## config.mk

```make
export PLATFORM = sky130hd
export DESIGN_NAME = ldpc_bit_flip_decoder
export DESIGN_NICKNAME = d
export VERILOG_FILES = /design/src/rtl/ldpcbf_pkg.sv /design/src/rtl/ldpc_bit_flip_decoder.sv /design/src/rtl/ldpcbf_row_mem.sv /design/src/rtl/ldpcbf_engine.sv
export SDC_FILE = /design/constraint.sdc
export NUM_CORES = 2
export LEC_CHECK = 0
export BUFFER_PORTS_ARGS = -buffer_cell sky130_fd_sc_hd__buf_2
export CAP_MARGIN = 40
export CORE_MARGIN = 1.5
export CORE_UTILIZATION = 30
export CTS_BUF_LIST = sky130_fd_sc_hd__clkbuf_8
export CTS_CLUSTER_DIAMETER = 100
export DETAILED_ROUTE_END_ITERATION = 10
export PLACE_DENSITY_LB_ADDON = 0.2
export SKIP_CTS_REPAIR_TIMING = 1
export SLEW_MARGIN = 30
export SYNTH_ARGS = -nofsm -noshare
export SYNTH_HDL_FRONTEND = slang
export SYNTH_HIERARCHICAL = 1
export SYNTH_SLANG_ARGS = --single-unit
```

## constraint.sdc

```tcl
create_clock -name clk_i -period 7.45 [get_ports clk_i]
set_input_delay 1.49 -clock clk_i [delete_from_list [all_inputs] [get_ports clk_i]]
set_output_delay 1.49 -clock clk_i [all_outputs]
set_load 0.005 [all_outputs]
```

## src/rtl/ldpcbf_pkg.sv

```systemverilog
// Shared types and constants of the LDPC bit-flipping decoder.
package ldpcbf_pkg;

  localparam int DataW = 64;
  localparam int RowIdxW = 5;
  localparam int IterW = 8;

  localparam logic OP_LOAD = 1'b0;
  localparam logic OP_DECODE = 1'b1;

  localparam logic [IterW-1:0] MAX_ITER_RESET = 8'd10;

  typedef struct packed {
    logic               opcode;
    logic [RowIdxW-1:0] row_index;
    logic [DataW-1:0]   data_word;
  } in_item_t;

  typedef struct packed {
    logic [DataW-1:0] decoded_word;
    logic             syndrome_clear;
    logic [IterW-1:0] iterations_used;
  } out_item_t;

  typedef enum logic [2:0] {
    S_IDLE,
    S_SYN,
    S_CHECK,
    S_COUNT,
    S_SCAN,
    S_FLIP,
    S_DONE
  } state_e;

  typedef struct packed {
    logic load_word;
    logic syn_acc;
    logic count_clear;
    logic count_acc;
    logic scan_acc;
    logic flip;
  } ctrl_t;

endpackage

```

## src/rtl/ldpc_bit_flip_decoder.sv

```systemverilog
// Top level of the hard-decision LDPC bit-flipping decoder.
//
// The input channel (in_valid_i / in_ready_o / in_data_i) carries two kinds
// of item. A load item writes one parity-check row into the row memory and
// produces no result; a row index at or beyond CHECK_COUNT is dropped. A
// decode item carries a received word and produces exactly one result item on
// the output channel (out_valid_o / out_ready_i / out_data_o): the corrected
// word, a flag that all checks are satisfied, and the iterations used.
// Every row must have been loaded before the first decode.
// The configuration channel writes max_iterations and is always ready; the
// user must write it only while the decoder is idle; the block does not
// enforce this. Reset sets the limit to 10, empties the output register and
// returns the sequencer to idle. Row contents are not cleared by reset.
// A decode item runs one syndrome pass and one decision step, and each
// flipping iteration a count pass, a scan for the largest count, a flip and
// a new syndrome pass with its decision step; then the result is handed to
// the output register. Every pass reads the row memory once per row, so the
// single read port sets the length of the syndrome and count passes, and the
// search for the largest count visits one counter per cycle. One decode runs
// at a time. A stalled receiver holds the result in the output register; load
// items are still taken meanwhile, and a following decode waits at its end for
// the register to free up.
module ldpc_bit_flip_decoder #(
  parameter int CODE_LENGTH = 64,
  parameter int CHECK_COUNT = 32
) (
  input  logic                  clk_i,
  input  logic                  rst_ni,
  input  logic                  in_valid_i,
  output logic                  in_ready_o,
  input  ldpcbf_pkg::in_item_t  in_data_i,
  output logic                  out_valid_o,
  input  logic                  out_ready_i,
  output ldpcbf_pkg::out_item_t out_data_o,
  input  logic                  cfg_valid_i,
  output logic                  cfg_ready_o,
  input  logic [7:0]            cfg_data_i
);
  import ldpcbf_pkg::*;

  localparam int AddrW = (CHECK_COUNT > 1) ? $clog2(CHECK_COUNT) : 1;
  localparam int ScanW = $clog2(CODE_LENGTH);
  localparam int Span = (CHECK_COUNT + 1 > CODE_LENGTH) ? CHECK_COUNT + 1 : CODE_LENGTH;
  localparam int CW = $clog2(Span + 1);

  state_e state_q, state_d;
  logic [CW-1:0]    cnt_q, cnt_d;
  logic [IterW-1:0] iter_q, iter_d;
  logic [IterW-1:0] max_iter_q;
  logic             rd_vld_q;
  logic [AddrW-1:0] rd_row_q;
  logic             out_valid_q;
  out_item_t        out_data_q;

  logic             in_fire;
  logic             rd_en;
  logic [AddrW-1:0] rd_addr;
  logic             wr_en;
  logic             out_load;
  ctrl_t            ctrl;
  logic [CODE_LENGTH-1:0] row_data;
  logic [CODE_LENGTH-1:0] word;
  logic             syn_zero;

  assign in_fire = in_valid_i && in_ready_o;
  assign cfg_ready_o = 1'b1;
  assign rd_addr = cnt_q[AddrW-1:0];

  // Next-state logic of the decode sequencer.
  always_comb begin
    state_d = state_q;
    unique case (state_q)
      S_IDLE: begin
        if (in_fire && (in_data_i.opcode == OP_DECODE)) begin
          state_d = S_SYN;
        end
      end
      S_SYN: begin
        if (cnt_q == CW'(CHECK_COUNT)) begin
          state_d = S_CHECK;
        end
      end
      S_CHECK: begin
        if (syn_zero || (iter_q >= max_iter_q)) begin
          state_d = S_DONE;
        end else begin
          state_d = S_COUNT;
        end
      end
      S_COUNT: begin
        if (cnt_q == CW'(CHECK_COUNT)) begin
          state_d = S_SCAN;
        end
      end
      S_SCAN: begin
        if (cnt_q == CW'(CODE_LENGTH - 1)) begin
          state_d = S_FLIP;
        end
      end
      S_FLIP: begin
        state_d = S_SYN;
      end
      S_DONE: begin
        if (!out_valid_q || out_ready_i) begin
          state_d = S_IDLE;
        end
      end
      default: begin
        state_d = S_IDLE;
      end
    endcase
  end

  // Outputs of the sequencer: handshakes, memory access and datapath controls.
  always_comb begin
    in_ready_o = (state_q == S_IDLE);
    rd_en = ((state_q == S_SYN) || (state_q == S_COUNT)) && (cnt_q < CW'(CHECK_COUNT));
    wr_en = in_fire && (in_data_i.opcode == OP_LOAD) &&
            (32'(in_data_i.row_index) < CHECK_COUNT);
    ctrl.load_word = in_fire && (in_data_i.opcode == OP_DECODE);
    ctrl.syn_acc = rd_vld_q && (state_q == S_SYN);
    ctrl.count_clear = (state_q == S_CHECK);
    ctrl.count_acc = rd_vld_q && (state_q == S_COUNT);
    ctrl.scan_acc = (state_q == S_SCAN);
    ctrl.flip = (state_q == S_FLIP);
    out_load = (state_q == S_DONE) && (!out_valid_q || out_ready_i);
  end

  // The step counter restarts whenever the sequencer moves to a new phase.
  always_comb begin
    if (state_d != state_q) begin
      cnt_d = '0;
    end else begin
      cnt_d = cnt_q + CW'(1);
    end
  end

  always_comb begin
    iter_d = iter_q;
    if (ctrl.load_word) begin
      iter_d = '0;
    end else if (ctrl.flip) begin
      iter_d = iter_q + IterW'(1);
    end
  end

  always_ff @(posedge clk_i or negedge rst_ni) begin
    if (!rst_ni) begin
      state_q <= S_IDLE;
      cnt_q <= '0;
      iter_q <= '0;
      max_iter_q <= MAX_ITER_RESET;
      rd_vld_q <= 1'b0;
      out_valid_q <= 1'b0;
    end else begin
      state_q <= state_d;
      cnt_q <= cnt_d;
      iter_q <= iter_d;
      rd_vld_q <= rd_en;
      if (cfg_valid_i && cfg_ready_o) begin
        max_iter_q <= cfg_data_i;
      end
      if (out_load) begin
        out_valid_q <= 1'b1;
      end else if (out_ready_i) begin
        out_valid_q <= 1'b0;
      end
    end
  end

  // Row index of the data that the memory returns, and the result payload.
  always_ff @(posedge clk_i) begin
    rd_row_q <= rd_addr;
    if (out_load) begin
      out_data_q.decoded_word <= DataW'(word);
      out_data_q.syndrome_clear <= syn_zero;
      out_data_q.iterations_used <= iter_q;
    end
  end

  assign out_valid_o = out_valid_q;
  assign out_data_o = out_data_q;

  ldpcbf_row_mem #(
    .Width(CODE_LENGTH),
    .Depth(CHECK_COUNT)
  ) u_row_mem (
    .clk_i     (clk_i),
    .wr_en_i   (wr_en),
    .wr_addr_i (AddrW'(in_data_i.row_index)),
    .wr_data_i (in_data_i.data_word[CODE_LENGTH-1:0]),
    .rd_en_i   (rd_en),
    .rd_addr_i (rd_addr),
    .rd_data_o (row_data)
  );

  ldpcbf_engine #(
    .CodeLen(CODE_LENGTH),
    .CheckCnt(CHECK_COUNT)
  ) u_engine (
    .clk_i      (clk_i),
    .ctrl_i     (ctrl),
    .word_i     (in_data_i.data_word[CODE_LENGTH-1:0]),
    .row_data_i (row_data),
    .row_idx_i  (rd_row_q),
    .scan_idx_i (cnt_q[ScanW-1:0]),
    .word_o     (word),
    .syn_zero_o (syn_zero)
  );

  // Returned row data always belongs to a row that exists.
  assert property (@(posedge clk_i) disable iff (!rst_ni)
    rd_vld_q |-> (32'(rd_row_q) < CHECK_COUNT))
    else $error("row memory read beyond the last check row");

  // Each flip counts exactly one iteration and starts a new syndrome pass.
  assert property (@(posedge clk_i) disable iff (!rst_ni)
    (state_q == S_FLIP) |=> (state_q == S_SYN) && (iter_q == $past(iter_q) + IterW'(1)))
    else $error("flip did not advance the iteration count");

  // A satisfied syndrome ends the decode at once.
  assert property (@(posedge clk_i) disable iff (!rst_ni)
    (state_q == S_CHECK) && syn_zero |=> (state_q == S_DONE))
    else $error("decode continued after a clear syndrome");

endmodule

```

## src/rtl/ldpcbf_row_mem.sv

```systemverilog
// Parity-check row memory with one write port and one registered read port.
module ldpcbf_row_mem #(
  parameter int Width = 64,
  parameter int Depth = 32,
  localparam int AddrW = (Depth > 1) ? $clog2(Depth) : 1
) (
  input  logic             clk_i,
  input  logic             wr_en_i,
  input  logic [AddrW-1:0] wr_addr_i,
  input  logic [Width-1:0] wr_data_i,
  input  logic             rd_en_i,
  input  logic [AddrW-1:0] rd_addr_i,
  output logic [Width-1:0] rd_data_o
);

  logic [Width-1:0] mem_q [Depth];
  logic [Width-1:0] rd_data_q;

  always_ff @(posedge clk_i) begin
    if (wr_en_i) begin
      mem_q[wr_addr_i] <= wr_data_i;
    end
    if (rd_en_i) begin
      rd_data_q <= mem_q[rd_addr_i];
    end
  end

  assign rd_data_o = rd_data_q;

  // Rows are loaded only while no decode is running.
  assert property (@(posedge clk_i) !(wr_en_i && rd_en_i))
    else $error("row memory written and read in the same cycle");

endmodule

```

## src/rtl/ldpcbf_engine.sv

```systemverilog
// Word, syndrome, per-bit counters and flip logic of the decoder.
module ldpcbf_engine #(
  parameter int CodeLen = 64,
  parameter int CheckCnt = 32,
  localparam int RowAW = (CheckCnt > 1) ? $clog2(CheckCnt) : 1,
  localparam int ScanW = $clog2(CodeLen)
) (
  input  logic                 clk_i,
  input  ldpcbf_pkg::ctrl_t    ctrl_i,
  input  logic [CodeLen-1:0]   word_i,
  input  logic [CodeLen-1:0]   row_data_i,
  input  logic [RowAW-1:0]     row_idx_i,
  input  logic [ScanW-1:0]     scan_idx_i,
  output logic [CodeLen-1:0]   word_o,
  output logic                 syn_zero_o
);
  import ldpcbf_pkg::*;

  localparam int CntW = $clog2(CheckCnt + 1);

  logic [CodeLen-1:0]  word_q;
  logic [CheckCnt-1:0] syn_q;
  logic [CntW-1:0]     count_q [CodeLen];
  logic [CntW-1:0]     best_q;
  logic [CntW-1:0]     scan_val;
  logic [CodeLen-1:0]  flips;

  assign scan_val = count_q[scan_idx_i];

  always_comb begin
    for (int i = 0; i < CodeLen; i++) begin
      flips[i] = (count_q[i] >= best_q);
    end
  end

  always_ff @(posedge clk_i) begin
    if (ctrl_i.load_word) begin
      word_q <= word_i;
    end else if (ctrl_i.flip) begin
      word_q <= word_q ^ flips;
    end

    if (ctrl_i.syn_acc) begin
      syn_q[row_idx_i] <= ^(word_q & row_data_i);
    end

    for (int i = 0; i < CodeLen; i++) begin
      if (ctrl_i.count_clear) begin
        count_q[i] <= '0;
      end else if (ctrl_i.count_acc && syn_q[row_idx_i] && row_data_i[i]) begin
        count_q[i] <= count_q[i] + CntW'(1);
      end
    end

    if (ctrl_i.count_clear) begin
      best_q <= '0;
    end else if (ctrl_i.scan_acc && (scan_val > best_q)) begin
      best_q <= scan_val;
    end
  end

  assign word_o = word_q;
  assign syn_zero_o = (syn_q == '0);

endmodule

```

; Word-level counts from Yosys, hierarchy flattened
; Memories as Yosys holds them, arrays and structs flattened. A register that Yosys moved wholly into a read port is not among the register bits.
; Index checks and enable logic that the tools add are counted.
[op_classes]
addsub = 66
magnitude_cmp = 69
eq_ne = 9
muxes = 279
bitwise = 67
n_reduce_logical = 83
[ops]
columns = operator, count
row1 = "adder 6 x 1 -> 6 bit, second input constant", 64
row2 = greater-or-equal comparator 6 bit, 64
row3 = 2-to-1 mux 6 bit, 64
row4 = 2-to-1 mux 1 bit, 200
row5 = 2-to-1 mux 64 bit, 2
row6 = logical AND 1 bit, 74
row7 = AND 64 bit, 1
row8 = OR 1 bit, 64
row9 = parity 64 bit, 1
row10 = bitwise XOR 64 bit, 1
row11 = bitwise mux 32 bit, 1
row12 = logical NOT 32 bit, 1
row13 = case mux 3 bit (7 select lines), 1
row14 = 2-to-1 mux 3 bit, 6
row15 = 2-to-1 mux 8 bit, 2
row16 = "equality test 7 x 6 -> 1 bit, second input constant", 2
row17 = "equality test 3 bit, second input constant", 3
row18 = "adder 8 x 1 -> 8 bit, second input constant", 1
row19 = greater-or-equal comparator 8 bit, 1
row20 = "adder 7 x 1 -> 7 bit, second input constant", 1
row21 = "less-than comparator 7 x 6 -> 1 bit, second input constant", 1
row22 = 2-to-1 mux 7 bit, 1
row23 = "equality test 3 x 2 -> 1 bit, second input constant", 2
row24 = greater-than comparator 6 bit, 1
row25 = 11 further kinds, 14
[totals]
reg_bits = 208
mem_bits_rw = 2432
in_bits = 83
output_inout_bits = 76
wordCells = 588
n_memories = 2
[mem_list]
columns = name, words, word_bits, rd, rd_ports_with_merged_regs, write_ports, line
row1 = u_row_mem.mem_q, 32, 64, 1, 1, 1, ldpcbf_row_mem.sv:16  ; logic [Width-1:0] mem_q [Depth];
row2 = u_engine.count_q, 64, 6, 65, 0, 64, ldpcbf_engine.sv:23  ; logic [CntW-1:0] count_q [CodeLen];

; Depth between registers and ports, before layout
[logic_depth]
ltp_word = 8
mapped_depth = 18
ltp_nobuf = 13

; Modules after synthesis
; Netlist, hierarchy kept.
[by_module_without_submodules]
columns = module, instances, cells_per_inst, area_each_um2, seq_area_each_um2
row1 = ldpcbf_row_mem, 1, 3096, 79605.1, 63420.8
row2 = ldpcbf_engine, 1, 3284, 35859.4, 14533.9
row3 = ldpc_bit_flip_decoder, 1, 245, 3873.7, 2995.4

; Worst setup path before layout
; OpenSTA, ideal clock, no wires.
[synth_timing]
path_kind = register to register
startpoint = reg state_q[2]
endpoint = reg rd_vld_q
setup_time_ns = 0.581
t_arrival_ns = 5.091
t_required_ns = 6.869
setup_slack_ns = 1.778
stages_incl_launch_ff = 4
path_buffers = 1
synth_period_minus_slack_ns = 5.672
cell_sequence = dfrtp_1 > buf_2 > nand2b_1 > nor3_1
[synth_via]
elab_chain_cells = 3
elab_cells_between_ends = 4
classes_between = eq/ne: 2 / reduce/logical: 2
[synth_rtl]
columns = element, line
row1 = start: declaration, ldpc_bit_flip_decoder.sv:46  ; state_e state_q, state_d;
row2 = start signal: assignment, ldpc_bit_flip_decoder.sv:156  ; state_q <= state_d;
row3 = equality test 3 x 1 -> 1 bit / equality test 3 x 2 -> 1 bit (equally long branches), ldpc_bit_flip_decoder.sv:117  ; rd_en = ((state_q == S_SYN) || (state_q == S_COUNT)) && (cnt_q < CW'(CHECK_COUNT));
row4 = logical OR 1 bit *, ldpc_bit_flip_decoder.sv:117
row5 = logical AND 1 bit *, ldpc_bit_flip_decoder.sv:117
row6 = via rd_en, ldpc_bit_flip_decoder.sv:56  ; logic rd_en;
row7 = end signal: assignment, ldpc_bit_flip_decoder.sv:159  ; rd_vld_q <= rd_en;
row8 = end: declaration, ldpc_bit_flip_decoder.sv:50  ; logic rd_vld_q;
; Mark *: on every way through the listed nets, which the timed path passes. The rest lies on a longest branch.
; A chain may end at the register's enable or synchronous reset.

; Final worst setup path
[layout_timing]
startpoint = reg cnt_q[1]
endpoint = reg u_engine.best_q[3]
[layout_via]
elab_chain_cells = 3
[layout_rtl]
columns = element, line
row1 = start: declaration, ldpc_bit_flip_decoder.sv:47  ; logic [CW-1:0] cnt_q, cnt_d;
row2 = start signal: assignment, ldpc_bit_flip_decoder.sv:157  ; cnt_q <= cnt_d;
row3 = memory (64 x 6 bit), -
row4 = via u_engine.scan_val[5], ldpcbf_engine.sv:25  ; logic [CntW-1:0] scan_val;
row5 = greater-than comparator 6 bit, ldpcbf_engine.sv:57  ; end else if (ctrl_i.scan_acc && (scan_val > best_q)) begin
row6 = logical AND 1 bit, ldpcbf_engine.sv:57
row7 = end signal: assignment, ldpcbf_engine.sv:58  ; best_q <= scan_val;
row8 = end: declaration, ldpcbf_engine.sv:24  ; logic [CntW-1:0] best_q;
; The timed path passes the listed nets, and every way through them passes these cells.

==> impl_summary.log <==
INFO  metric ys_ff_latch = 2,704
INFO  metric outcome = finished, final reports clean
INFO  metric utilization = 34.4%
INFO  metric floorplan.initialDensity = 30.1%
INFO  metric power_density = 367 nW/um2
INFO  metric layout-drive-gt1-share = 23.0%
INFO  metric worst_path_most_repeated_cell = sky130_fd_sc_hd__mux4_2
INFO  metric drt_pre_antenna_iters = 5
INFO  metric post_synth_instance_area = 119,000 um2
INFO  metric num_vias = 66,000
INFO  metric synth_cells = 6,625
INFO  metric synth.distinct_cells = 69
INFO  metric cp.arrival = 5.64 ns
INFO  metric setup_total_negative_slack = 0 ns
INFO  metric initial_antenna_violation_count = 72
INFO  metric max_freq = 0.212 GHz
INFO  metric synthFlopType = sky130_fd_sc_hd__edfxtp_1
INFO  metric antenna_violating_nets_post_route = 0
INFO  metric vdd.ir_drop.worst = 1.32 mV
INFO  metric power.share.sequential = 43.2%
INFO  metric rows = 231
INFO  metric drtIter0Drc = 6,350
INFO  metric switchingPower = 17.4 mW
INFO  metric cts-buffers-inserted = 460
INFO  metric port_buffers = 157
INFO  metric critical_path_buf_inv_count = 2
INFO  metric routed_wl = 380,000 um
INFO  metric synth.avg_cell_area = 18.0 um2
INFO  metric finalHoldWorstSlack = 0.469 ns
INFO  metric power.combinational.fraction = 32.0%
INFO  metric first_global_vias = 67,500
INFO  metric setup.worst_path.class = reg -> reg
INFO  metric syn_nets = 7,173
INFO  metric grt_pass1_wl = 529,000 um
INFO  metric clk_path_buf_depth = 4
INFO  metric die_height = 634 um
INFO  metric rsz0062_at_grt = false
INFO  metric drt_drc_violations_left = 0
INFO  metric postSynth.asyncResetShare = 1.04%
INFO  metric gpl.final_weighted_congestion = 0.832
INFO  metric cp_top_family = multiplexers
INFO  metric list_of_cells_traversed_by_the_critical_path = buf_16 -> buf_4 -> mux4_2 -> mux4_2 -> nand2b_1 -> nand4_1 -> o31ai_1 -> ha_1 -> nand2_1 -> o21ai_0 -> a21oi_1 -> mux2i_1 -> nor2_1
INFO  metric required = 8.37 ns
INFO  metric ports = 159
INFO  metric yosysWarnings = 6
INFO  metric totalPowerFinal = 50.0 mW
INFO  metric tightest_hold_check_type = in -> async
INFO  metric grt_overflow_total = 0
INFO  metric area.growth.synth_to_final = 14.1%
INFO  metric report.final.setup_viol = 0
INFO  metric clkPwrFrac = 24.8%
INFO  metric critical_path_peak_fanout = 35
INFO  metric cell_internal_pwr = 32.6 mW
INFO  metric fin_worst_skew = 0.119 ns
INFO  metric synth_top_cell_by_area = sky130_fd_sc_hd__edfxtp_1
INFO  metric slew_headroom = 33.5%
INFO  metric core_area = 396,000 um2
INFO  metric cts-root-buf = sky130_fd_sc_hd__clkbuf_8
INFO  metric dpl.hpwl = 230,000 um
INFO  metric grt_util_all_layers = 18.6%
INFO  metric fin_nets = 7,705
INFO  metric slowest_stage = sky130_fd_sc_hd__a21oi_1
INFO  metric netlist.area_leader.share = 67.1%
INFO  metric tcrit_tclk_final = 63.4%
INFO  metric final_max_slew_viol_count = 0
INFO  metric timing.max_cap.violations = 0
INFO  metric horiz_die_dim = 634 um
INFO  metric clkSlewWorstSetupHoldPaths = 0.06 ns
INFO  metric clkSinkCount = 2,704
INFO  metric cts_tree = yes
INFO  metric cpPeakStageDelay = 0.68 ns
INFO  metric grt_start_max_net_pins = 145
INFO  metric die-area = 402,000 um2
INFO  metric post_drt_via_cell_ratio = 5.17
INFO  metric drt-wirelength-per-cell = 29.7 um
INFO  metric p_leak = 45.4 nW
INFO  metric clock_latency = 1.14 ns
INFO  metric synth_enable_flop_cells = 2,665
INFO  metric synth.area.top_cells = sky130_fd_sc_hd__edfxtp_1, sky130_fd_sc_hd__mux4_2, sky130_fd_sc_hd__ha_1, sky130_fd_sc_hd__a21o_1, sky130_fd_sc_hd__nor2_1
INFO  metric critPathLaunchType = flip-flop
INFO  metric ctsHtreeMaxLevel = 5
INFO  metric power.switching_fraction = 34.8%
INFO  metric tightest_slew = 0.997 ns
INFO  metric synth-seq-area-share = 67.8%
INFO  metric timing.final.crit_period = 4.72 ns
INFO  metric timing_hold_violations_final = 0
INFO  metric endpoint_kind = flip-flop
synthesized netlist by cell type, types with 5 or more instances:
cell                       count
sky130_fd_sc_hd__edfxtp_1   2665
sky130_fd_sc_hd__mux4_2      710
sky130_fd_sc_hd__nor2_1      516
sky130_fd_sc_hd__ha_1        465
sky130_fd_sc_hd__a21o_1      258
sky130_fd_sc_hd__nand2_1     207
sky130_fd_sc_hd__nand3_1     205
sky130_fd_sc_hd__xnor2_1     185
sky130_fd_sc_hd__inv_1       158
sky130_fd_sc_hd__xor2_1      144
sky130_fd_sc_hd__a21oi_1     133
sky130_fd_sc_hd__clkbuf_1    103
sky130_fd_sc_hd__and3_1       96
sky130_fd_sc_hd__buf_2        77
sky130_fd_sc_hd__mux2_2       75
sky130_fd_sc_hd__nand2b_1     73
sky130_fd_sc_hd__o211ai_1     67
sky130_fd_sc_hd__nor3b_1      65
sky130_fd_sc_hd__or4_1        64
sky130_fd_sc_hd__mux2i_1      52
sky130_fd_sc_hd__buf_1        27
sky130_fd_sc_hd__buf_4        27
sky130_fd_sc_hd__dfrtp_1      26
sky130_fd_sc_hd__o21ai_0      25
sky130_fd_sc_hd__buf_6        20
sky130_fd_sc_hd__nor2b_1      18
sky130_fd_sc_hd__nand3b_1     16
sky130_fd_sc_hd__o22ai_1      15
sky130_fd_sc_hd__a221oi_1     14
sky130_fd_sc_hd__dfxtp_1      11
sky130_fd_sc_hd__mux4_1        9
sky130_fd_sc_hd__nand4_1       9
sky130_fd_sc_hd__nor4_1        8
sky130_fd_sc_hd__nor3_1        7
sky130_fd_sc_hd__a211oi_1      6
sky130_fd_sc_hd__or3b_2        6
sky130_fd_sc_hd__and2_1        5
sky130_fd_sc_hd__o31ai_1       5
logic make-up after synthesis:
family	share of synthesized area, %
DFF	67.8
buffers and inverters	1.60
other	0.00314
xor gates and xnor gates	2.41
muxes	14.8
and+or+nand+nor	5.32
adders and majority gates	4.88
AOI/OAI and AO/OA	3.21
path summary, 6_finish.rpt:
| path | startpoint | endpoint | slack, ns | depth (start not counted) |
|---|---|---|---|---|
| worst max-delay path | cnt_q[1] | u_engine/best_q[3] | 2.73 | 13 |
| worst min-delay path | rst_ni | max_iter_q[0] | 0.47 | 1 |
| worst max register to register | cnt_q[1] | u_engine/best_q[3] | 2.73 | 13 |
| worst min register to register | cnt_q[2] | rd_row_q[2] | 0.53 | 0 |
| max in group asynchronous | rst_ni | cnt_q[3] | 6.45 | 1 |
| min in group clk_i | cnt_q[2] | rd_row_q[2] | 0.53 | 0 |
final cells by class:
type | count | area, um2
Inverter | 159 | 609
Clock buffer | 468 | 6440
Multi-Input combinational cell | 3507 | 36800
Sequential cell | 2704 | 81000
Tap cell | 5242 | 6560
Timing Repair Buffer | 325 | 3010
Fill cell | 37400 | 260000
Clock inverter | 345 | 1820
Antenna cell | 16 | 40.0
state kept, by name, indices dropped and copies added, names as in the netlist:
signal and count:
state_q 3, rd_vld_q 1, out_valid_o 1, u_engine/word_o 64, u_engine/count_q 384, rd_row_q 5, cnt_q 7, u_engine/syn_q 32
iter_q 8, max_iter_q 8, out_data_o 73, u_engine/best_q 6, u_row_mem/mem_q 2048, u_row_mem/rd_data_o 64
routing by layer:
layer	global-route usage [%]	vias up	part of all wire [%]
li1	-	27800	-
met1	25.5	35500	44
met2	30.9	2091	48
met3	2.61	598	5.4
met4	5.02	18	2.7
met5	0	-	0.033
per-stage QoR:
step	instances	setup slack (ns)	cell area, um2
after floorplan	6625	1.78	119000
after global placement	11900	2.45	127000
after detailed placement	11900	2.57	128000
after CTS	12700	2.50	136000
after global routing	12800	2.53	136000
final	12800	2.73	136000
power groups by stage:
stage	Clock, mW	Combinational [mW]	Sequential (mW)
CTS	12.8	16.1	21.7
global placement	0	15.6	22.1
finish	12.4	16.0	21.6
detailed placement	0	16.0	22.0
global route	13.4	17.4	21.7
floorplan	0	11.0	20.1
cells in the final DEF, fill, tap and decap left out, types with 64 or more instances in the layout:
master,n
sky130_fd_sc_hd__nand2b_1,73
sky130_fd_sc_hd__clkinv_1,114
sky130_fd_sc_hd__xor2_1,144
sky130_fd_sc_hd__nor3b_1,65
sky130_fd_sc_hd__buf_4,89
sky130_fd_sc_hd__o211ai_1,67
sky130_fd_sc_hd__nand2_1,207
sky130_fd_sc_hd__a21oi_1,133
sky130_fd_sc_hd__buf_2,157
sky130_fd_sc_hd__nand3_1,205
sky130_fd_sc_hd__xnor2_1,184
sky130_fd_sc_hd__a21o_1,258
sky130_fd_sc_hd__ha_1,465
sky130_fd_sc_hd__edfxtp_1,2665
sky130_fd_sc_hd__mux4_2,710
sky130_fd_sc_hd__or4_1,64
sky130_fd_sc_hd__inv_1,302
sky130_fd_sc_hd__mux2_2,75
sky130_fd_sc_hd__and3_1,95
sky130_fd_sc_hd__clkbuf_8,468
sky130_fd_sc_hd__nor2_1,483
(Power assumes the default switching activity.)
